### config.mk
export PLATFORM = sky130hd
export DESIGN_NAME = motor_safety_interlock_core
export DESIGN_NICKNAME = d
export VERILOG_FILES = /design/src/rtl/msi_pkg.sv /design/src/rtl/msi_lane.sv /design/src/rtl/msi_csr.sv /design/src/rtl/motor_safety_interlock_core.sv
export SDC_FILE = /design/constraint.sdc
export NUM_CORES = 1
export LEC_CHECK = 0
export ABC_CLOCK_PERIOD_IN_PS = 12100
export BUFFER_PORTS_ARGS = -buffer_cell sky130_fd_sc_hd__buf_2
export CORE_ASPECT_RATIO = 0.9
export CORE_UTILIZATION = 60
export DETAILED_ROUTE_END_ITERATION = 16
export HOLD_SLACK_MARGIN = 0.08
export PLACE_DENSITY = 0.85
export SLEW_MARGIN = 15
export SYNTH_ARGS = -nofsm -noshare
export SYNTH_HDL_FRONTEND = slang
export SYNTH_SLANG_ARGS = --single-unit
### constraint.sdc
create_clock -name clock -period 12.1 [get_ports clock]
set_input_delay 1.21 -clock clock [delete_from_list [all_inputs] [get_ports clock]]
set_output_delay 1.21 -clock clock [all_outputs]
set_load 0.02 [all_outputs]
### src/rtl/msi_pkg.sv
// Shared types and constants of the motor safety interlock.
package msi_pkg;

   // Field widths of the item channels.
   localparam int TIME_W     = 32;
   localparam int CH0_W      = 11;
   localparam int DRIVE_W    = 36;
   localparam int ROLLER_W   = 36;
   localparam int AUX_W      = 18;
   localparam int TIMEOUT_W  = 16;
   localparam int LIMIT_W    = 8;

   // PWM lane layout.
   localparam int PWM_BITS      = 9;
   localparam int DRIVE_LANES   = 4;
   localparam int ROLLER_LANES  = 4;
   localparam int AUX_LANES     = 2;
   localparam int DRIVE_EXT_W   = (DRIVE_LANES * PWM_BITS > DRIVE_W) ?
                                  DRIVE_LANES * PWM_BITS : DRIVE_W;
   localparam int ROLLER_EXT_W  = (ROLLER_LANES * PWM_BITS > ROLLER_W) ?
                                  ROLLER_LANES * PWM_BITS : ROLLER_W;
   localparam int AUX_EXT_W     = (AUX_LANES * PWM_BITS > AUX_W) ?
                                  AUX_LANES * PWM_BITS : AUX_W;

   // Blink divider: bit 0 of now / BLINK_HALF_MS by a rounded-up reciprocal.
   localparam int          BLINK_HALF_MS = 300;
   localparam int          BLINK_SHIFT   = $clog2(BLINK_HALF_MS);
   localparam int          BLINK_POST    = TIME_W + BLINK_SHIFT;
   localparam logic [63:0] BLINK_RECIP   =
      ((64'd1 << BLINK_POST) + 64'(BLINK_HALF_MS) - 64'd1) / 64'(BLINK_HALF_MS);
   localparam logic [15:0] BLINK_RECIP_LO = BLINK_RECIP[15:0];
   localparam logic [16:0] BLINK_RECIP_HI = BLINK_RECIP[32:16];
   localparam int          PLO_W          = TIME_W + 16;
   localparam int          PHI_W          = TIME_W + 17;
   localparam int          PSUM_W         = PHI_W + 17;

   // Team LED color codes.
   localparam logic TEAM_RED  = 1'b0;
   localparam logic TEAM_BLUE = 1'b1;

   // Register reset values.
   localparam logic [TIMEOUT_W-1:0] RADIO_TIMEOUT_RST = 16'd100;
   localparam logic [TIMEOUT_W-1:0] CAN_TIMEOUT_RST   = 16'd100;
   localparam logic [LIMIT_W-1:0]   ROLLER_LIMIT_RST  = 8'd100;
   localparam logic                 TEAM_SIDE_RST     = TEAM_RED;

   // Register indexes of the configuration port.
   typedef enum logic [1:0] {
      REG_RADIO_TIMEOUT,
      REG_CAN_TIMEOUT,
      REG_ROLLER_LIMIT,
      REG_TEAM_SIDE
   } reg_index_type;

   // Configuration seen by the datapath.
   typedef struct packed {
      logic [TIMEOUT_W-1:0] radio_timeout_ms;
      logic [TIMEOUT_W-1:0] can_timeout_ms;
      logic [LIMIT_W-1:0]   roller_limit;
      logic                 team_side;
   } cfg_type;

endpackage

### src/rtl/msi_lane.sv
// PWM lane: clamps it to the roller limit if enabled and flags a positive value.
module msi_lane
   import msi_pkg::*;
(
   input  logic [PWM_BITS-1:0] lane_in,
   input  logic                clamp_en,
   input  logic [LIMIT_W-1:0]  limit,
   output logic [PWM_BITS-1:0] lane_out,
   output logic                positive
);

   localparam int CMP_W = ((PWM_BITS > LIMIT_W) ? PWM_BITS : LIMIT_W) + 1;

   logic [CMP_W-1:0] lane_ext;
   logic [CMP_W-1:0] limit_ext;
   logic             over;

   // Signed lane against the unsigned limit, both widened to a common width.
   assign lane_ext  = CMP_W'($signed(lane_in));
   assign limit_ext = {{(CMP_W - LIMIT_W){1'b0}}, limit};
   assign over      = $signed(lane_ext) > $signed(limit_ext);

   // With clamp_en, a lane above the limit drops to it; nothing is ever raised.
   assign lane_out = (clamp_en && over) ? limit_ext[PWM_BITS-1:0] : lane_in;

   // Lane strictly above zero.
   assign positive = !lane_in[PWM_BITS-1] && (|lane_in);

endmodule

### src/rtl/msi_csr.sv
// Configuration registers of the interlock behind an APB-style port.
module msi_csr
   import msi_pkg::*;
(
   input  logic        clock,
   input  logic        reset,
   input  logic        csr_psel,
   input  logic        csr_penable,
   input  logic        csr_pwrite,
   input  logic [3:0]  csr_paddr,
   input  logic [31:0] csr_pwdata,
   output logic [31:0] csr_prdata,
   output logic        csr_pready,
   output cfg_type     cfg
);

   cfg_type       cfg_ff;
   cfg_type       cfg_in;
   reg_index_type wr_index;
   logic          wr_en;

   assign csr_pready = 1'b1;
   assign wr_index   = reg_index_type'(csr_paddr[3:2]);
   assign wr_en      = csr_psel && csr_penable && csr_pwrite && csr_pready;

   // Register update on the access cycle of a write.
   always_comb begin
      cfg_in = cfg_ff;
      if (wr_en) begin
         case (wr_index)
            REG_RADIO_TIMEOUT: cfg_in.radio_timeout_ms = csr_pwdata[TIMEOUT_W-1:0];
            REG_CAN_TIMEOUT:   cfg_in.can_timeout_ms   = csr_pwdata[TIMEOUT_W-1:0];
            REG_ROLLER_LIMIT:  cfg_in.roller_limit     = csr_pwdata[LIMIT_W-1:0];
            REG_TEAM_SIDE:     cfg_in.team_side        = csr_pwdata[0];
            default:           cfg_in = cfg_ff;
         endcase
      end
   end

   always_ff @(posedge clock) begin
      if (reset) begin
         cfg_ff.radio_timeout_ms <= RADIO_TIMEOUT_RST;
         cfg_ff.can_timeout_ms   <= CAN_TIMEOUT_RST;
         cfg_ff.roller_limit     <= ROLLER_LIMIT_RST;
         cfg_ff.team_side        <= TEAM_SIDE_RST;
      end else begin
         cfg_ff <= cfg_in;
      end
   end

   // Read data follows the addressed register.
   always_comb begin
      case (wr_index)
         REG_RADIO_TIMEOUT: csr_prdata = 32'(cfg_ff.radio_timeout_ms);
         REG_CAN_TIMEOUT:   csr_prdata = 32'(cfg_ff.can_timeout_ms);
         REG_ROLLER_LIMIT:  csr_prdata = 32'(cfg_ff.roller_limit);
         REG_TEAM_SIDE:     csr_prdata = 32'(cfg_ff.team_side);
         default:           csr_prdata = 32'd0;
      endcase
   end

   assign cfg = cfg_ff;

endmodule

### src/rtl/motor_safety_interlock_core.sv
// Top level of the motor safety interlock: link checks, PWM lanes and LEDs.
//
// Each req_ item is one control period and passes the first-stage and
// output registers before its result leaves on the rsp_ channel: the first
// stage judges the radio and CAN links and starts the blink divider (two
// partial products of a reciprocal multiply), the second stage zeroes or
// clamps the ten PWM lanes in parallel lane units, merges the drive-lane
// results and forms the LEDs. The block takes one item per clock cycle while
// rsp_stall stays low. When rsp_stall is high the finished result holds; one
// more item can still enter an empty first stage, after which req_stall rises
// until the result is taken. Configuration is written through the csr_ port;
// pready is always high and registers sit at byte addresses 0, 4, 8 and 12.
// Reset is synchronous: it empties both stages and loads the register
// defaults (timeouts 100 ms, roller limit 100, red team).
module motor_safety_interlock_core
   import msi_pkg::*;
(
   input  logic                 clock,
   input  logic                 reset,
   // Item input channel.
   input  logic                 req_valid,
   output logic                 req_stall,
   input  logic [TIME_W-1:0]    req_now_ms,
   input  logic [TIME_W-1:0]    req_radio_last_rx_ms,
   input  logic [TIME_W-1:0]    req_can_last_rx_ms,
   input  logic                 req_radio_failsafe,
   input  logic                 req_radio_lost_frame,
   input  logic [CH0_W-1:0]     req_radio_channel_zero,
   input  logic                 req_lidar_lost,
   input  logic                 req_roller_ready_in,
   input  logic [DRIVE_W-1:0]   req_drive_pwm_in,
   input  logic [ROLLER_W-1:0]  req_roller_pwm_in,
   input  logic [AUX_W-1:0]     req_aux_pwm_in,
   // Result channel.
   output logic                 rsp_valid,
   input  logic                 rsp_stall,
   output logic [DRIVE_W-1:0]   rsp_drive_pwm_out,
   output logic [ROLLER_W-1:0]  rsp_roller_pwm_out,
   output logic [AUX_W-1:0]     rsp_aux_pwm_out,
   output logic                 rsp_roller_ready_out,
   output logic                 rsp_radio_error,
   output logic                 rsp_can_fault,
   output logic                 rsp_status_green,
   output logic                 rsp_status_blue,
   output logic                 rsp_status_red,
   output logic                 rsp_team_red,
   output logic                 rsp_team_blue,
   // Configuration port.
   input  logic                 csr_psel,
   input  logic                 csr_penable,
   input  logic                 csr_pwrite,
   input  logic [3:0]           csr_paddr,
   input  logic [31:0]          csr_pwdata,
   output logic [31:0]          csr_prdata,
   output logic                 csr_pready
);

   typedef struct packed {
      logic [PLO_W-1:0]    plo;
      logic [PHI_W-1:0]    phi;
      logic                radio_err;
      logic                can_err;
      logic                lidar;
      logic                ready;
      logic [DRIVE_W-1:0]  drive;
      logic [ROLLER_W-1:0] roller;
      logic [AUX_W-1:0]    aux;
   } s1_type;

   typedef struct packed {
      logic [DRIVE_W-1:0]  drive;
      logic [ROLLER_W-1:0] roller;
      logic [AUX_W-1:0]    aux;
      logic                ready;
      logic                radio_err;
      logic                can_err;
      logic                green;
      logic                sblue;
      logic                sred;
      logic                tred;
      logic                tblue;
   } rsp_type;

   cfg_type cfg;

   logic    s1_valid_ff, s1_valid_in;
   s1_type  s1_ff, s1_in;
   logic    rsp_valid_ff, rsp_valid_in;
   rsp_type rsp_ff, rsp_in;
   logic    s1_load, rsp_load;

   msi_csr u_csr (
      .clock       (clock),
      .reset       (reset),
      .csr_psel    (csr_psel),
      .csr_penable (csr_penable),
      .csr_pwrite  (csr_pwrite),
      .csr_paddr   (csr_paddr),
      .csr_pwdata  (csr_pwdata),
      .csr_prdata  (csr_prdata),
      .csr_pready  (csr_pready),
      .cfg         (cfg)
   );

   // Flow control: each stage loads when it is empty or moves on.
   assign rsp_load  = !rsp_valid_ff || !rsp_stall;
   assign s1_load   = !s1_valid_ff || rsp_load;
   assign req_stall = !s1_load;

   // First stage: link judgements and the blink partial products.
   logic [TIME_W-1:0] radio_age, can_age;

   assign radio_age = req_now_ms - req_radio_last_rx_ms;
   assign can_age   = req_now_ms - req_can_last_rx_ms;

   always_comb begin
      s1_in.plo       = PLO_W'(req_now_ms) * PLO_W'(BLINK_RECIP_LO);
      s1_in.phi       = PHI_W'(req_now_ms) * PHI_W'(BLINK_RECIP_HI);
      s1_in.radio_err = (radio_age > TIME_W'(cfg.radio_timeout_ms)) ||
                        req_radio_failsafe || req_radio_lost_frame ||
                        (req_radio_channel_zero == '0);
      s1_in.can_err   = can_age > TIME_W'(cfg.can_timeout_ms);
      s1_in.lidar     = req_lidar_lost;
      s1_in.ready     = req_roller_ready_in;
      s1_in.drive     = req_drive_pwm_in;
      s1_in.roller    = req_roller_pwm_in;
      s1_in.aux       = req_aux_pwm_in;
   end

   assign s1_valid_in = s1_load ? req_valid : s1_valid_ff;

   always_ff @(posedge clock) begin
      if (reset) begin
         s1_valid_ff <= 1'b0;
      end else begin
         s1_valid_ff <= s1_valid_in;
      end
   end

   always_ff @(posedge clock) begin
      if (s1_load) begin
         s1_ff <= s1_in;
      end
   end

   // Second stage: blink bit from the summed partial products.
   logic [PSUM_W-1:0] psum;
   logic              blink;
   logic              any_err;

   assign psum    = (PSUM_W'(s1_ff.phi) << 16) + PSUM_W'(s1_ff.plo);
   assign blink   = psum[BLINK_POST];
   assign any_err = s1_ff.radio_err || s1_ff.can_err;

   // Link loss zeroes every lane of each field.
   logic [DRIVE_EXT_W-1:0]  drive_base, drive_ext;
   logic [ROLLER_EXT_W-1:0] roller_base, roller_ext;
   logic [AUX_EXT_W-1:0]    aux_base, aux_ext;

   assign drive_base  = any_err ? '0 : DRIVE_EXT_W'(s1_ff.drive);
   assign roller_base = any_err ? '0 : ROLLER_EXT_W'(s1_ff.roller);
   assign aux_base    = any_err ? '0 : AUX_EXT_W'(s1_ff.aux);

   // Lane units working side by side.
   logic [PWM_BITS-1:0] drive_lane   [DRIVE_LANES];
   logic [PWM_BITS-1:0] roller_lane  [ROLLER_LANES];
   logic [PWM_BITS-1:0] aux_lane     [AUX_LANES];
   logic [DRIVE_LANES-1:0]  drive_pos;
   logic [ROLLER_LANES-1:0] roller_pos;
   logic [AUX_LANES-1:0]    aux_pos;
   logic                    driving;

   for (genvar k = 0; k < DRIVE_LANES; k++) begin : g_drive
      msi_lane u_lane (
         .lane_in  (drive_base[k*PWM_BITS +: PWM_BITS]),
         .clamp_en (1'b0),
         .limit    (cfg.roller_limit),
         .lane_out (drive_lane[k]),
         .positive (drive_pos[k])
      );
   end

   // Merge: any drive lane above zero enables the roller clamp.
   assign driving = |drive_pos;

   for (genvar k = 0; k < ROLLER_LANES; k++) begin : g_roller
      msi_lane u_lane (
         .lane_in  (roller_base[k*PWM_BITS +: PWM_BITS]),
         .clamp_en (driving),
         .limit    (cfg.roller_limit),
         .lane_out (roller_lane[k]),
         .positive (roller_pos[k])
      );
   end

   for (genvar k = 0; k < AUX_LANES; k++) begin : g_aux
      msi_lane u_lane (
         .lane_in  (aux_base[k*PWM_BITS +: PWM_BITS]),
         .clamp_en (1'b0),
         .limit    (cfg.roller_limit),
         .lane_out (aux_lane[k]),
         .positive (aux_pos[k])
      );
   end

   // Put the lane results back in place; the lanes fill each whole field.
   always_comb begin
      drive_ext  = drive_base;
      roller_ext = roller_base;
      aux_ext    = aux_base;
      for (int k = 0; k < DRIVE_LANES; k++) begin
         drive_ext[k*PWM_BITS +: PWM_BITS] = drive_lane[k];
      end
      for (int k = 0; k < ROLLER_LANES; k++) begin
         roller_ext[k*PWM_BITS +: PWM_BITS] = roller_lane[k];
      end
      for (int k = 0; k < AUX_LANES; k++) begin
         aux_ext[k*PWM_BITS +: PWM_BITS] = aux_lane[k];
      end
   end

   // Status and team LEDs.
   logic ready_eff, team_on;

   assign ready_eff = s1_ff.ready && !any_err;
   assign team_on   = ready_eff ? blink : 1'b1;

   always_comb begin
      rsp_in.drive     = drive_ext[DRIVE_W-1:0];
      rsp_in.roller    = roller_ext[ROLLER_W-1:0];
      rsp_in.aux       = aux_ext[AUX_W-1:0];
      rsp_in.ready     = ready_eff;
      rsp_in.radio_err = s1_ff.radio_err;
      rsp_in.can_err   = s1_ff.can_err;
      rsp_in.green     = any_err ? 1'b0 : (s1_ff.lidar ? blink : 1'b1);
      rsp_in.sblue     = s1_ff.radio_err && blink;
      rsp_in.sred      = s1_ff.can_err && blink;
      if (any_err) begin
         rsp_in.tred  = s1_ff.can_err && blink;
         rsp_in.tblue = s1_ff.radio_err && blink;
      end else if (cfg.team_side == TEAM_RED) begin
         rsp_in.tred  = team_on;
         rsp_in.tblue = 1'b0;
      end else begin
         rsp_in.tred  = 1'b0;
         rsp_in.tblue = team_on;
      end
   end

   // Output register.
   assign rsp_valid_in = rsp_load ? s1_valid_ff : rsp_valid_ff;

   always_ff @(posedge clock) begin
      if (reset) begin
         rsp_valid_ff <= 1'b0;
      end else begin
         rsp_valid_ff <= rsp_valid_in;
      end
   end

   always_ff @(posedge clock) begin
      if (rsp_load) begin
         rsp_ff <= rsp_in;
      end
   end

   assign rsp_valid            = rsp_valid_ff;
   assign rsp_drive_pwm_out    = rsp_ff.drive;
   assign rsp_roller_pwm_out   = rsp_ff.roller;
   assign rsp_aux_pwm_out      = rsp_ff.aux;
   assign rsp_roller_ready_out = rsp_ff.ready;
   assign rsp_radio_error      = rsp_ff.radio_err;
   assign rsp_can_fault        = rsp_ff.can_err;
   assign rsp_status_green     = rsp_ff.green;
   assign rsp_status_blue      = rsp_ff.sblue;
   assign rsp_status_red       = rsp_ff.sred;
   assign rsp_team_red         = rsp_ff.tred;
   assign rsp_team_blue        = rsp_ff.tblue;

endmodule
==> results_dict.tcl <==
set metrics [dict create \
    dr.pass1.iters 8 \
    crit_path_cell_trace "buf_2 > inv_1 > fa_1 > fa_1 > inv_1 > fa_1 > inv_1 > fa_1 > inv_1 > fa_1 > ha_1 > o21a_1 > o21ai_0 > a211oi_1 > nand3_1 > a21oi_2 > a41o_1 > a41oi_2 > o21bai_1 > a21oi_1 > o21bai_1 > xor2_1" \
    drt-initial-drc-count 1393 \
    core_region_area_sq_um 42880 \
    cts_sinks 281 \
    clk_pin_slew_ns 0.07 \
    die_h_microns 199.7 \
    wire_per_inst_microns 19.90 \
    hold_buffers 0 \
    cts-root-buf "clkbuf_16" \
    synthAdderAreaFrac 0.3479 \
    synthToLayoutAreaGrowth_pct 12.52 \
    max_stage_delay_ns 0.56 \
    synthCells 2484 \
    relSlewSlack 0.2517 \
    synth.distinct_cells 80 \
    cts_resized 0 \
    worstSkewPairLatency_ns 0.58 \
    crit_buf_inv 5 \
    io_buffer_count 341 \
    fin_crit_sh 0.5649 \
    irDropWorstVdd_mv 0.2548 \
    synth-main-ff-cell "edfxtp_1" \
    grt_pass1_wl_mm 106.7 \
    finClkSkew_ns 0.01126 \
    setup-violations-final 0 \
    yosys_register_bits 281 \
    grt_usage 0.3085 \
    critPathKind "input pin to flip-flop" \
    grt_pass1_vias 20451 \
    hpwl_mm 55.33 \
    drive_above_1_share 0.1617 \
    async_flop_share 0 \
    critPathTopFamily "adder cells" \
    die_w_microns 221.7 \
    critPathSlowestCell "fa_1" \
    ctsLongestPathBuffers 3 \
    yosysWarningCount 0 \
    overflow 0 \
    synth.avg_cell_area_sq_um 10.49 \
    finalMaxSlewViolations 0 \
    fin_tns_setup_ns 0 \
    rows 72 \
    drc 0 \
    cp_max_fo 11 \
    worst_slack_ns 5.264 \
    fmax_ghz 0.1463 \
    cts_tree "done" \
    critPathMostFrequentCell "fa_1" \
    synth_top_family_by_area "adder cells" \
    synth_mux_area_frac 0.02506 \
    routed_wl_mm 67.94 \
    cp.required_ns 12.42 \
    syn_area_sq_um 26060 \
    grt_max_degree 86 \
    synth_edf_count 238 \
    outcome "finished clean" \
    ys_seq_area_frac 0.3072 \
    arrival_ns 7.16 \
    initial_core_util 0.6078 \
    dp_slack_ns 4.803 \
    place.gp.congestion 0.9818 \
    rsz0062_at_grt "no" \
    dieArea_sq_um 44280 \
    placed_area_sq_um 28330 \
    final-hold-violation-count 0 \
    power_density_nw_per_um2 232.7 \
    yosys.area_share.simple 0.1007 \
    crit_path_end_kind "flip-flop" \
    postCtsSetupBuffers 0 \
    drv_cap 0 \
    min_period_ns 6.836 \
    htree_levels 1 \
    total_power_mw 6.823 \
    cts_buffers 29 \
    synth_compound_gate_area_share 0.1004 \
    min_path_type "flip-flop to flip-flop" \
    antenna_found_initial 7 \
    critPathLaunchType "input pin" \
    worstMarginPinSlew_ns 1.123 \
    num_vias 19423 \
    avgViaCountPerCell 5.688 \
    design_area_sq_um 29330 \
    ioPinCount 377 \
    synth-xor-area-share 0.03663 \
    finish.net_count 3651 \
    postRouteAntennaNets 0 \
    p_leak_nw 14.42 \
]
## sequential cells by signal, indices dropped and copies added (netlist names)
register,cells
rsp_in,2
rsp_status_green,1
rsp_roller_ready_out,1
u_csr.cfg,41
rsp_valid,1
rsp_drive_pwm_out,36
rsp_can_fault,1
s1_valid_ff,1
rsp_team_red,1
s1_ff,138
rsp_status_blue,1
rsp_status_red,1
rsp_roller_pwm_out,36
rsp_team_blue,1
rsp_radio_error,1
rsp_aux_pwm_out,18
## layout make-up
cell class / instances / area (sq um)
Antenna cell: 9 / 22.52
Clock inverter: 20 / 220.2
Inverter: 501 / 1881
Timing Repair Buffer: 345 / 1737
Sequential cell: 281 / 8008
Clock buffer: 34 / 745.7
Tap cell: 555 / 694.4
Multi-Input combinational cell: 1670 / 16020
Fill cell: 3076 / 13550
## synth_stat cells, drive strengths merged, types with 32 or more instances
| cell type | number | area (sq um) |
|---|---|---|
| xnor2 | 66 | 578.1 |
| ha | 336 | 4204 |
| dfxtp | 43 | 860.8 |
| xor2 | 43 | 376.6 |
| fa | 243 | 4865 |
| nand3 | 32 | 160.2 |
| o21ai | 76 | 387.9 |
| edfxtp | 238 | 7147 |
| inv | 500 | 1877 |
| a21oi | 145 | 752.0 |
| and2 | 96 | 600.6 |
| nor2 | 88 | 330.3 |
| nand2 | 137 | 514.2 |
| mux2 | 32 | 360.4 |
| a21o | 35 | 262.8 |
## where the power goes
part | leakage [nW] | total [mW] | switching (mW) | internal (mW)
Clock | 0.485 | 0.910 | 0.381 | 0.529
Sequential | 2.97 | 1.46 | 0.0544 | 1.40
Combinational | 11.0 | 4.46 | 2.52 | 1.94
Total | 14.4 | 6.82 | 2.96 | 3.87
## worst paths after layout
| check | endpoint | cells after the start | startpoint | slack, ns |
|---|---|---|---|---|
| worst max-delay path | s1_ff[182] | 22 | req_now_ms[8] | 5.26 |
| worst min-delay path | u_csr.cfg[20] | 2 | u_csr.cfg[20] | 0.49 |
| worst max register to register | rsp_roller_pwm_out[34] | 14 | rsp_in[5] | 8.06 |
| worst min register to register | u_csr.cfg[20] | 2 | u_csr.cfg[20] | 0.49 |
## worst register-to-register path, cell delays in order (launching register included)
cell	delay (ns)
edfxtp_1	0.48
nor2_4	0.51
buf_4	0.57
and2_1	0.29
ha_1	0.16
o21a_1	0.13
o21ai_1	0.06
nand2b_1	0.12
a21oi_1	0.10
nor2b_1	0.12
o21ai_1	0.06
nand2b_1	0.07
a21oi_1	0.10
nor4_4	0.60
mux2_2	0.42
## cells in the final DEF, fill, tap and decap left out, types with 10 or more instances in the layout
cell type,instances
a21oi_1,140
conb_1,17
or3_1,10
clkbuf_16,29
nor3_1,25
dfxtp_1,43
ha_1,336
xor2_1,43
o21ai_0,54
and3_1,10
o21a_1,27
o211ai_1,13
nand2b_1,21
nor2b_1,23
xnor2_1,66
nand3_1,31
inv_1,498
nand4_1,24
buf_2,341
o21ai_1,20
edfxtp_1,238
a21o_1,35
mux2i_1,27
o21bai_1,20
nor4_1,15
mux2_2,32
a31oi_1,18
and2_1,96
fa_1,243
nand2_1,136
nor2_1,87
## layer usage
metal,up-vias,track usage,wire length [microns]
li1,9012,-,-
met1,9474,0.3777,26370
met5,-,0,13
met3,143,0.04764,4810
met4,2,0.1124,2425
met2,792,0.5545,34320
## through the flow
step / utilization / hold WS, ns / std cells
floorplan: - / 0.4374 / 2499
global placement: 0.6607 / 0.4570 / 3352
detailed placement: 0.6607 / 0.4709 / 3352
CTS: 0.6832 / 0.4837 / 3406
global route: 0.6836 / 0.4970 / 3410
finish: 0.6839 / 0.4869 / 3415
## cells by family (layout without fill, tap and decap cells)
kind of cell	count (synthesis)	count (layout)
mux	60	60
other cells	2	26
simple gates	504	504
flops	281	281
xor+xnor	109	109
buf+inv	548	900
fa+ha+maj	579	579
compound gates	401	401
(Power assumes the default switching activity.)
